## src/design/mtm_pkg.sv

```systemverilog
// ----------------------------------------------------------------------------
// mtm_pkg
// Shared types and constants of the track to MIDI transcoder.
// ----------------------------------------------------------------------------
package mtm_pkg;

  // Default longest delta time, in 7-bit groups
  localparam int MAX_DELTA_BYTES_DEF = 4;
  // Jobs held between front and back
  localparam int QUEUE_DEPTH = 4;

  // Byte codes
  localparam logic [7:0] STATUS_META  = 8'hFF;
  localparam logic [7:0] META_END     = 8'h2F;
  localparam logic [7:0] GROUP_MASK   = 8'h7F;
  localparam logic [7:0] CONT_BIT     = 8'h80;
  localparam logic [3:0] HI_SYSTEM    = 4'hF;
  localparam logic [3:0] HI_PROG_CHG  = 4'hC;
  localparam logic [3:0] HI_CHAN_PRES = 4'hD;

  // Parse phase, one-hot
  typedef enum logic [7:0] {
    PH_DELTA  = 8'b0000_0001,
    PH_STATUS = 8'b0000_0010,
    PH_DATA   = 8'b0000_0100,
    PH_MTYPE  = 8'b0000_1000,
    PH_MLEN   = 8'b0001_0000,
    PH_MBODY  = 8'b0010_0000,
    PH_DONE   = 8'b0100_0000,
    PH_ERROR  = 8'b1000_0000
  } phase_t;

  // Per-job control passed from front to back
  typedef struct packed {
    logic clr;           // track start: clear byte count first
    logic has;           // results carry bytes
    logic track_end;     // flag on last result
    logic format_error;  // flag on last result
  } job_flags_t;

endpackage

```

## src/design/music_track_to_midi_transcoder_unit.sv

```systemverilog
// ----------------------------------------------------------------------------
// music_track_to_midi_transcoder_unit
// Converts a game-music track, one source byte per transaction, into the
// bytes of a standard MIDI track with big-endian delta times and running
// status.
// ----------------------------------------------------------------------------
// A source byte is taken every cycle while the job queue (QUEUE_DEPTH jobs)
// has room; each byte is parsed in the cycle it is accepted, and its results
// pass through the job queue and then the output register. Results leave at
// one per cycle while out_ready allows: most bytes give one result, the final
// group of a delta time gives up to MAX_DELTA_BYTES results, so a delta burst
// holds the output while the queue absorbs further input. The sustained input
// rate is one byte per cycle, less when delta bursts or output stalls hold
// the output port back. No clearing pass follows reset.
module music_track_to_midi_transcoder_unit import mtm_pkg::*; #(
  parameter int MAX_DELTA_BYTES = MAX_DELTA_BYTES_DEF
) (
  input  logic        clk,
  input  logic        rst_n,
  input  logic        in_valid,
  output logic        in_ready,
  input  logic [7:0]  in_track_byte,
  input  logic        in_track_start,
  input  logic        in_last_in_track,
  output logic        out_valid,
  input  logic        out_ready,
  output logic [7:0]  out_data_byte,
  output logic        out_has_byte,
  output logic        out_last_of_run,
  output logic        out_track_end,
  output logic        out_format_error,
  output logic [31:0] out_byte_count
);

  localparam int CNT_W = $clog2(MAX_DELTA_BYTES + 1);
  localparam int JOB_W = MAX_DELTA_BYTES * 8 + CNT_W + $bits(job_flags_t);

  logic                            accept;
  logic [MAX_DELTA_BYTES-1:0][7:0] f_bytes, q_bytes;
  logic [CNT_W-1:0]                f_cnt, q_cnt;
  job_flags_t                      f_flags, q_flags;
  logic [JOB_W-1:0]                f_job, q_job;
  logic                            q_valid;
  logic                            q_pop;

  assign accept = in_valid && in_ready;

  // Front: parse and classify
  mtm_front #(.MAX_DELTA_BYTES(MAX_DELTA_BYTES)) u_front (
    .clk           (clk),
    .rst_n         (rst_n),
    .accept        (accept),
    .track_byte    (in_track_byte),
    .track_start   (in_track_start),
    .last_in_track (in_last_in_track),
    .job_bytes     (f_bytes),
    .job_cnt       (f_cnt),
    .job_flags     (f_flags)
  );

  assign f_job = {f_flags, f_cnt, f_bytes};
  assign {q_flags, q_cnt, q_bytes} = q_job;

  // Job queue between front and back
  mtm_queue #(.WIDTH(JOB_W), .DEPTH(QUEUE_DEPTH)) u_queue (
    .clk       (clk),
    .rst_n     (rst_n),
    .push      (accept),
    .push_data (f_job),
    .not_full  (in_ready),
    .pop       (q_pop),
    .head_data (q_job),
    .not_empty (q_valid)
  );

  // Back: emit results
  mtm_back #(.MAX_DELTA_BYTES(MAX_DELTA_BYTES)) u_back (
    .clk              (clk),
    .rst_n            (rst_n),
    .q_valid          (q_valid),
    .q_bytes          (q_bytes),
    .q_cnt            (q_cnt),
    .q_flags          (q_flags),
    .q_pop            (q_pop),
    .out_valid        (out_valid),
    .out_ready        (out_ready),
    .out_data_byte    (out_data_byte),
    .out_has_byte     (out_has_byte),
    .out_last_of_run  (out_last_of_run),
    .out_track_end    (out_track_end),
    .out_format_error (out_format_error),
    .out_byte_count   (out_byte_count)
  );

endmodule

```

## src/design/mtm_queue.sv

```systemverilog
// ----------------------------------------------------------------------------
// mtm_queue
// Small register FIFO carrying decoded jobs from front to back.
// ----------------------------------------------------------------------------
module mtm_queue #(
  parameter int WIDTH = 8,
  parameter int DEPTH = 4,
  localparam int PTR_W = (DEPTH > 1) ? $clog2(DEPTH) : 1,
  localparam int CNT_W = $clog2(DEPTH + 1)
) (
  input  logic             clk,
  input  logic             rst_n,
  input  logic             push,
  input  logic [WIDTH-1:0] push_data,
  output logic             not_full,
  input  logic             pop,
  output logic [WIDTH-1:0] head_data,
  output logic             not_empty
);

  logic [WIDTH-1:0] store_r [DEPTH];
  logic [PTR_W-1:0] wr_ptr_r, wr_ptr_nxt;
  logic [PTR_W-1:0] rd_ptr_r, rd_ptr_nxt;
  logic [CNT_W-1:0] fill_r, fill_nxt;

  assign not_full  = (fill_r != CNT_W'(DEPTH));
  assign not_empty = (fill_r != '0);
  assign head_data = store_r[rd_ptr_r];

  // Pointer and fill bookkeeping
  always_comb begin
    wr_ptr_nxt = wr_ptr_r;
    rd_ptr_nxt = rd_ptr_r;
    fill_nxt   = fill_r;
    if (push) begin
      wr_ptr_nxt = (wr_ptr_r == PTR_W'(DEPTH - 1)) ? '0 : wr_ptr_r + 1'b1;
    end
    if (pop) begin
      rd_ptr_nxt = (rd_ptr_r == PTR_W'(DEPTH - 1)) ? '0 : rd_ptr_r + 1'b1;
    end
    if (push && !pop) begin
      fill_nxt = fill_r + 1'b1;
    end else if (pop && !push) begin
      fill_nxt = fill_r - 1'b1;
    end
  end

  always_ff @(posedge clk) begin
    if (!rst_n) begin
      wr_ptr_r <= '0;
      rd_ptr_r <= '0;
      fill_r   <= '0;
    end else begin
      wr_ptr_r <= wr_ptr_nxt;
      rd_ptr_r <= rd_ptr_nxt;
      fill_r   <= fill_nxt;
    end
  end

  // Storage, no reset
  always_ff @(posedge clk) begin
    if (push) begin
      store_r[wr_ptr_r] <= push_data;
    end
  end

endmodule

```

## src/design/mtm_front.sv

```systemverilog
// ----------------------------------------------------------------------------
// mtm_front
// Source byte parser: tracks the event phase and turns each byte into a job
// of one to MAX_DELTA_BYTES output results.
// ----------------------------------------------------------------------------
module mtm_front import mtm_pkg::*; #(
  parameter int MAX_DELTA_BYTES = MAX_DELTA_BYTES_DEF,
  localparam int DC_W  = (MAX_DELTA_BYTES > 1) ? $clog2(MAX_DELTA_BYTES) : 1,
  localparam int CNT_W = $clog2(MAX_DELTA_BYTES + 1)
) (
  input  logic                              clk,
  input  logic                              rst_n,
  input  logic                              accept,
  input  logic [7:0]                        track_byte,
  input  logic                              track_start,
  input  logic                              last_in_track,
  output logic [MAX_DELTA_BYTES-1:0][7:0]   job_bytes,
  output logic [CNT_W-1:0]                  job_cnt,
  output job_flags_t                        job_flags
);

  phase_t      phase_r, phase_nxt, phase_fin, e_phase;
  logic [DC_W-1:0] dc_r, dc_nxt, e_dc;
  logic [7:0]  prev_r, prev_nxt, e_prev;
  logic [1:0]  data_left_r, data_left_nxt;
  logic [7:0]  meta_left_r, meta_left_nxt;
  logic        meta_end_r, meta_end_nxt;
  logic [6:0]  groups_r [MAX_DELTA_BYTES];
  logic        grp_we;
  logic        emit_one;
  logic        emit_delta;

  // Phase update for one source byte
  always_comb begin
    e_phase       = track_start ? PH_DELTA : phase_r;
    e_dc          = track_start ? '0 : dc_r;
    e_prev        = track_start ? '0 : prev_r;
    phase_nxt     = e_phase;
    dc_nxt        = e_dc;
    prev_nxt      = e_prev;
    data_left_nxt = data_left_r;
    meta_left_nxt = meta_left_r;
    meta_end_nxt  = meta_end_r;
    grp_we        = 1'b0;
    emit_one      = 1'b0;
    emit_delta    = 1'b0;
    case (e_phase)
      PH_DELTA: begin
        if (track_byte[7]) begin
          emit_delta = 1'b1;
          dc_nxt     = '0;
          phase_nxt  = PH_STATUS;
        end else if (int'(e_dc) + 1 >= MAX_DELTA_BYTES) begin
          phase_nxt = PH_ERROR;
        end else begin
          grp_we = 1'b1;
          dc_nxt = e_dc + 1'b1;
        end
      end
      PH_STATUS: begin
        if (track_byte == STATUS_META) begin
          emit_one  = 1'b1;
          phase_nxt = PH_MTYPE;
        end else if (!track_byte[7] || track_byte[7:4] == HI_SYSTEM) begin
          phase_nxt = PH_ERROR;
        end else begin
          data_left_nxt = (track_byte[7:4] inside {HI_PROG_CHG, HI_CHAN_PRES}) ? 2'd1 : 2'd2;
          emit_one      = (track_byte != e_prev);
          prev_nxt      = track_byte;
          phase_nxt     = PH_DATA;
        end
      end
      PH_DATA: begin
        emit_one      = 1'b1;
        data_left_nxt = data_left_r - 1'b1;
        if (data_left_r == 2'd1) begin
          phase_nxt = PH_DELTA;
        end
      end
      PH_MTYPE: begin
        emit_one     = 1'b1;
        meta_end_nxt = (track_byte == META_END);
        phase_nxt    = PH_MLEN;
      end
      PH_MLEN: begin
        emit_one      = 1'b1;
        meta_left_nxt = track_byte;
        if (track_byte == '0) begin
          phase_nxt = meta_end_r ? PH_DONE : PH_DELTA;
        end else begin
          phase_nxt = PH_MBODY;
        end
      end
      PH_MBODY: begin
        emit_one      = 1'b1;
        meta_left_nxt = meta_left_r - 1'b1;
        if (meta_left_r == 8'd1) begin
          phase_nxt = meta_end_r ? PH_DONE : PH_DELTA;
        end
      end
      default: begin
        phase_nxt = e_phase;
      end
    endcase
    // final source byte closes the track unless it is in error
    phase_fin = (last_in_track && phase_nxt != PH_ERROR) ? PH_DONE : phase_nxt;
  end

  // Job build: delta groups go out most significant first
  always_comb begin
    logic [DC_W-1:0] idx;
    logic [6:0]      gv;
    idx       = '0;
    gv        = '0;
    job_bytes = '0;
    if (emit_delta) begin
      for (int k = 0; k < MAX_DELTA_BYTES; k++) begin
        idx = e_dc - DC_W'(k);
        gv  = (k == 0) ? track_byte[6:0] : groups_r[idx];
        job_bytes[k] = {(idx != '0), gv};
      end
    end else if (emit_one) begin
      job_bytes[0] = track_byte;
    end
    job_cnt                = emit_delta ? CNT_W'(e_dc) + 1'b1 : CNT_W'(1);
    job_flags.clr          = track_start;
    job_flags.has          = emit_delta | emit_one;
    job_flags.track_end    = (phase_fin == PH_DONE) || last_in_track;
    job_flags.format_error = (phase_fin == PH_ERROR);
  end

  // Parser state
  always_ff @(posedge clk) begin
    if (!rst_n) begin
      phase_r     <= PH_DELTA;
      dc_r        <= '0;
      prev_r      <= '0;
      data_left_r <= '0;
      meta_left_r <= '0;
      meta_end_r  <= 1'b0;
    end else if (accept) begin
      phase_r     <= phase_fin;
      dc_r        <= dc_nxt;
      prev_r      <= prev_nxt;
      data_left_r <= data_left_nxt;
      meta_left_r <= meta_left_nxt;
      meta_end_r  <= meta_end_nxt;
    end
  end

  // Buffered delta groups
  always_ff @(posedge clk) begin
    if (accept && grp_we) begin
      groups_r[e_dc] <= track_byte[6:0];
    end
  end

endmodule

```

## src/design/mtm_back.sv

```systemverilog
// ----------------------------------------------------------------------------
// mtm_back
// Result sequencer: walks each queued job into the output register one result
// per cycle while out_ready allows, and keeps the running byte count.
// ----------------------------------------------------------------------------
module mtm_back import mtm_pkg::*; #(
  parameter int MAX_DELTA_BYTES = MAX_DELTA_BYTES_DEF,
  localparam int KI_W  = (MAX_DELTA_BYTES > 1) ? $clog2(MAX_DELTA_BYTES) : 1,
  localparam int CNT_W = $clog2(MAX_DELTA_BYTES + 1)
) (
  input  logic                            clk,
  input  logic                            rst_n,
  input  logic                            q_valid,
  input  logic [MAX_DELTA_BYTES-1:0][7:0] q_bytes,
  input  logic [CNT_W-1:0]                q_cnt,
  input  job_flags_t                      q_flags,
  output logic                            q_pop,
  output logic                            out_valid,
  input  logic                            out_ready,
  output logic [7:0]                      out_data_byte,
  output logic                            out_has_byte,
  output logic                            out_last_of_run,
  output logic                            out_track_end,
  output logic                            out_format_error,
  output logic [31:0]                     out_byte_count
);

  logic [KI_W-1:0] k_r, k_nxt;
  logic [31:0]     count_r, count_nxt, count_base;
  logic            valid_r, valid_nxt;
  logic            load;
  logic            last;
  logic [7:0]      byte_r;
  logic            has_r, last_r, end_r, err_r;

  assign load  = q_valid && (!valid_r || out_ready);
  assign last  = (CNT_W'(k_r) + 1'b1 == q_cnt);
  assign q_pop = load && last;

  // Next result of the head job
  always_comb begin
    count_base = (q_flags.clr && k_r == '0) ? '0 : count_r;
    count_nxt  = count_r;
    k_nxt      = k_r;
    valid_nxt  = valid_r && !out_ready;
    if (load) begin
      count_nxt = count_base + 32'(q_flags.has);
      k_nxt     = last ? '0 : k_r + 1'b1;
      valid_nxt = 1'b1;
    end
  end

  always_ff @(posedge clk) begin
    if (!rst_n) begin
      k_r     <= '0;
      count_r <= '0;
      valid_r <= 1'b0;
    end else begin
      k_r     <= k_nxt;
      count_r <= count_nxt;
      valid_r <= valid_nxt;
    end
  end

  // Output payload register
  always_ff @(posedge clk) begin
    if (load) begin
      byte_r <= q_bytes[k_r];
      has_r  <= q_flags.has;
      last_r <= last;
      end_r  <= last && q_flags.track_end;
      err_r  <= last && q_flags.format_error;
    end
  end

  assign out_valid        = valid_r;
  assign out_data_byte    = byte_r;
  assign out_has_byte     = has_r;
  assign out_last_of_run  = last_r;
  assign out_track_end    = end_r;
  assign out_format_error = err_r;
  assign out_byte_count   = count_r;

endmodule

```

## config.mk

```make
export PLATFORM = sky130hd
export DESIGN_NAME = music_track_to_midi_transcoder_unit
export DESIGN_NICKNAME = d
export VERILOG_FILES = /design/src/design/mtm_pkg.sv /design/src/design/music_track_to_midi_transcoder_unit.sv /design/src/design/mtm_queue.sv /design/src/design/mtm_front.sv /design/src/design/mtm_back.sv
export SDC_FILE = /design/constraint.sdc
export NUM_CORES = 1
export LEC_CHECK = 0
export BUFFER_PORTS_ARGS = -buffer_cell sky130_fd_sc_hd__clkbuf_2
export CAP_MARGIN = 10
export CORE_MARGIN = 10
export CORE_UTILIZATION = 34
export DETAILED_ROUTE_END_ITERATION = 16
export PLACE_DENSITY_LB_ADDON = 0.1
export REMOVE_ABC_BUFFERS = 1
export SYNTH_ARGS = -nofsm -noshare
export SYNTH_HDL_FRONTEND = slang
export SYNTH_SLANG_ARGS = --single-unit
```

## constraint.sdc

```tcl
create_clock -name clk -period 8.9 [get_ports clk]
set_input_delay 1.78 -clock clk [delete_from_list [all_inputs] [get_ports clk]]
set_output_delay 1.78 -clock clk [all_outputs]
set_load 0.05 [all_outputs]
```

Word level (Yosys, flattened, before mapping)
Memory sizes are Yosys's and may differ from the RTL's. A register that Yosys moved wholly into a read port is not among the register bits.
Cells that the tools add are included.
{"block": "totals", "ff_bits": 83, "latch_bits": 0, "ram_bits": 184, "romBits": 0, "in_bits": 14, "out_inout_bits": 46, "elab_cells": 145, "memories": 2}
{"memory": "u_queue.store_r", "words": 4, "word_bits": 39, "rd": 1, "rd_clocked_by_memory_dff": 1, "write_ports": 1, "line_no": "mtm_queue.sv:21", "source": "logic [WIDTH-1:0] store_r [DEPTH];"}
{"memory": "u_front.groups_r", "words": 4, "word_bits": 7, "rd": 3, "rd_clocked_by_memory_dff": 0, "write_ports": 1, "line_no": "mtm_front.sv:28", "source": "logic [6:0] groups_r [MAX_DELTA_BYTES];"}
{"block": "op_classes", "addsub": 15, "multipliers": 0, "div": 0, "magnitude_cmp": 2, "n_eq_ne": 23, "shifts": 0, "muxes": 51, "bitwise": 1, "reduce_logical": 34}
{"cell": "8-bit 2-to-1 mux", "count": 16}
{"cell": "8-bit case mux with 6 select lines", "count": 1}
{"cell": "32-bit by 1-bit adder with 32-bit output", "count": 1}
{"cell": "32-bit by 4-bit >= comparator with 1-bit output, second input constant", "count": 1}
{"cell": "32-bit 2-to-1 mux", "count": 1}
{"cell": "2-bit 2-to-1 mux", "count": 12}
{"cell": "24-bit 2-to-1 mux", "count": 1}
{"cell": "8-bit binary-select mux with 2-bit select", "count": 1}
{"cell": "8-bit by 1-bit equality test with 1-bit output, second input constant", "count": 2}
{"cell": "8-bit by 6-bit equality test with 1-bit output, second input constant", "count": 2}
{"cell": "8-bit equality test, second input constant", "count": 2}
{"cell": "8-bit case mux with 2 select lines", "count": 1}
{"cell": "2-bit nonzero test", "count": 8}
{"cell": "4-bit equality test, second input constant", "count": 3}
{"cell": "1-bit 2-to-1 mux", "count": 12}
{"cell": "1-bit logical AND", "count": 11}
{"cell": "2-bit by 1-bit adder with 3-bit output, second input constant", "count": 3}
{"cell": "3-bit 2-to-1 mux", "count": 3}
{"cell": "2-bit by 1-bit adder with 2-bit output, second input constant", "count": 4}
{"cell": "8-bit by 2-bit equality test with 1-bit output, second input constant", "count": 1}
{"cell": "8-bit by 3-bit equality test with 1-bit output, second input constant", "count": 1}
{"cell": "8-bit by 4-bit equality test with 1-bit output, second input constant", "count": 1}
{"cell": "8-bit by 5-bit equality test with 1-bit output, second input constant", "count": 1}
{"cell": "8-bit by 7-bit equality test with 1-bit output, second input constant", "count": 1}
{"cell": "25 further kinds", "count": 36}

Logic depth before layout (Yosys ltp)
{"block": "depth", "word_depth": 11, "depth_mapped": 15, "depth_no_buf": 13}

Hierarchy
From an unflattened synthesis, not the netlist that was laid out.
{"block": "hier_totals", "hier_cells": 921, "hier_area_um2": 12489.5}
{"module": "mtm_queue", "instances": 1, "cells_per_inst": 248, "area_each_um2": 6077.1, "seq_area_each_um2": 4864.7}
{"module": "mtm_front", "instances": 1, "cells_per_inst": 408, "area_each_um2": 3910.0, "seq_area_each_um2": 1421.4}
{"module": "mtm_back", "instances": 1, "cells_per_inst": 264, "area_each_um2": 2496.1, "seq_area_each_um2": 1061.0}
{"module": "music_track_to_midi_transcoder_unit", "instances": 1, "cells_per_inst": 1, "area_each_um2": 6.3, "seq_area_each_um2": 0.0}

Worst setup path before layout
No wires, ideal clock.
{"block": "synth_timing", "kind": "input to register", "startpoint": "input in_track_start", "endpoint": "memory u_queue.store_r[0][13] (netlist name), data pin", "setup_ps": 263, "arrival_ps": 4127, "required_ps": 8637, "setup_slack_ps": 4509, "path_stages": 10, "path_buffers": 6, "cell_sequence": "buf_2 > clkbuf_1 > nor2b_1 > buf_2 > buf_2 > buf_2 > ha_1 > clkbuf_1 > mux4_2 > and2_1"}
{"item": "start: declaration", "line_no": "music_track_to_midi_transcoder_unit.sv:23", "source": "input logic in_track_start,"}
{"item": "end: declaration", "line_no": "mtm_queue.sv:21"}

==> flow_metrics.tcl <==
set metrics [dict create \
    p_leak_nw 4.72 \
    ys_top_cells_by_area "edfxtp_1, dfxtp_1, mux4_2" \
    finalNonFillerCells 1469 \
    synth_top_area_share_pct 48.4 \
    die_area_um2 43700 \
    setup_viol_count_final 0 \
    rsz0062_at_grt "false" \
    avgSynthCellArea_um2 13.3 \
    io_pins 60 \
    ir_worst_vdd_mv 0.198 \
    hold_class "reg2reg" \
    drt_first_pass_iters 5 \
    worst_setup_path_end_kind "flop" \
    holdBufCountCts 0 \
    p_switching_mw 1.13 \
    crit_start "in_track_start" \
    netlist-cell-type-count 70 \
    dr_total_vias 7691 \
    grt_max_degree 68 \
    grt_usage_pct 13.2 \
    finalHoldViolations 0 \
    p_int_mw 2.66 \
    routed_wirelength_um 29500 \
    start_util_pct 34.4 \
    cts-htree-levels 1 \
    insertion_delay_ns 0.56 \
    ant_nets 0 \
    period_minus_slack_ns 4.10 \
    ys_seq_area_share_pct 60.4 \
    status "finished, final reports clean" \
    grt_overflow 0 \
    clkTransAtPathRegs_ns 0.06 \
    die_w_um 209 \
    io_buffers 59 \
    cts.sinks 269 \
    synthToLayoutAreaGrowth_pct 15.5 \
    seqPwrFrac_pct 41.7 \
    min_period_over_period_pct 46.1 \
    fp-row-count 69 \
    synthArstFlopShare_pct 0 \
    post_cts_buffers 0 \
    max-slew-margin-rel_pct 45.3 \
    die_h_um 209 \
    cts_buffers 31 \
    tightest_slew_ns 0.820 \
    root_buffer "clkbuf_16" \
    setup-tns-final_ns 0 \
    dpl.hpwl_um 18400 \
    grt_pass1_vias 7797 \
    path_max_fanout 25 \
    pre_cts_slack_ns 4.21 \
    ys.flop_type "edfxtp_1" \
    route.detailed.drc 0 \
    dp_cells 1410 \
    yosys_warnings 0 \
    worstHoldPathCells 2 \
    slew_viol_final 0 \
    cts_resized 0 \
    critical_path_arrival_ns 4.39 \
    synth_edf_count 196 \
    syn_inst 916 \
    gp_congestion 0.820 \
    power_mw 3.79 \
    power.share.clock_pct 35.0 \
    fin_ws_ns 4.80 \
    critPathKind "in2reg" \
    rr_worst_depth 13 \
    core-area_um2 35400 \
    cp.required_ns 9.19 \
    max_freq_mhz 244 \
    synth-seq-cells 269 \
    drive_above_1_share_pct 20.5 \
    yosys.area.top_type "edfxtp_1" \
    netlist_area_um2 12200 \
    grt_pass1_wl_um 46400 \
    drt_iter0_drc 378 \
    clk_path_buf_depth 3 \
    final_core_util_pct 39.7 \
    vias_per_cell 5.24 \
    final_nets 1014 \
    antenna_found_initial 1 \
    maxCapViolations 0 \
    swShare_pct 29.8 \
    p_per_area_nw_per_um2 270 \
    fillers 3377 \
    cts_tree "built" \
    drt-wirelength-per-cell_um 20.1 \
    skew_ns 0.0136 \
    crit_path_start_kind "primary input" \
    comb_power_share_pct 23.2 \
    min_from "u_front.dc_r[1]$_SDFFE_PN0P_" \
]
through the flow:
stage	cell area, µm²	hold WS [ns]
detailed placement	13000	0.472
global placement	13000	0.468
global route	14000	0.498
CTS	14000	0.480
floorplan	12000	0.444
finish	14100	0.479
worst paths after layout:
kind / end / slack (ns)
worst max register to register: u_back.out_byte_count[24]$_SDFFE_PN0P_ / 4.80
worst max-delay path: u_queue.store_r[0][29]$_DFFE_PP_ / 4.80
worst min register to register: u_front.dc_r[1]$_SDFFE_PN0P_ / 0.48
worst min-delay path: u_front.dc_r[1]$_SDFFE_PN0P_ / 0.48
flip-flops by register name, summed over array words and instances (netlist names), 3 cells and up, named ones only:
name / count
u_back.out_data_byte: 8
u_front.phase_r: 8
u_front.prev_r: 8
u_front.groups_r: 28
u_back.out_byte_count: 32
u_queue.store_r: 156
u_front.meta_left_r: 8
u_queue.fill_r: 3
metal layers:
layer,global-route usage [%],share of wire [%],vias to the layer above
li1,-,-,3641
met1,18.2,47,3898
met2,21.3,47,120
met3,2.39,4.2,32
met4,3.08,1.5,0
met5,0,0,-
cell usage in the layout, fill, tap and decap left out, drive strengths merged, types with 25 or more instances in the layout:
cell / synthesis / layout
clkbuf: 31 / 94
dfxtp: 73 / 73
edfxtp: 196 / 196
o21ai: 35 / 35
nand2: 65 / 65
nor2: 87 / 87
inv: 23 / 25
mux4: 61 / 61
a21oi: 44 / 44
critical path: stages:
cell	delay, ns
clkbuf_2	0.30
inv_1	0.27
nand2_1	0.45
ha_1	0.98
mux4_2	0.40
and2_1	0.20
cells in the mapped netlist (17+ instances only):
master    instances
edfxtp_1        196
nor2_1           87
dfxtp_1          73
nand2_1          65
mux4_2           61
a21oi_1          44
o21ai_0          32
clkbuf_1         31
nand3_1          24
nor2b_1          24
and2_1           23
inv_1            22
a211oi_1         19
ha_1             17
nor3_1           17
power groups by stage:
| stage | registers (mW) | logic [mW] | clock network [mW] |
|---|---|---|---|
| finish | 1.58 | 0.880 | 1.33 |
| detailed placement | 1.61 | 0.907 | 0 |
| floorplan | 1.74 | 0.488 | 0 |
| global route | 1.60 | 0.971 | 1.42 |
| global placement | 1.61 | 0.898 | 0 |
| CTS | 1.58 | 0.909 | 1.36 |
cell type report:
type	count	area [µm²]	area share [%]
flip-flops and latches	269	7350	52.3
multi-input cells	584	4560	32.5
clock buffers	35	801	5.70
well taps	461	577	4.11
repair buffers	73	400	2.85
clock inverters	23	274	1.95
inverters	23	86.3	0.614
diodes	1	2.50	0.0178
cells by family after synthesis:
group / share of synthesized area (%)
AO/OA/AOI/OAI: 8.32
XOR/XNOR: 1.58
adder cells (fa/ha/maj): 1.91
buffers and inverters: 2.34
flip-flops: 60.4
multiplexers: 12.2
other: 0.0308
AND/OR/NAND/NOR: 13.2
(Power assumes the default switching activity.)
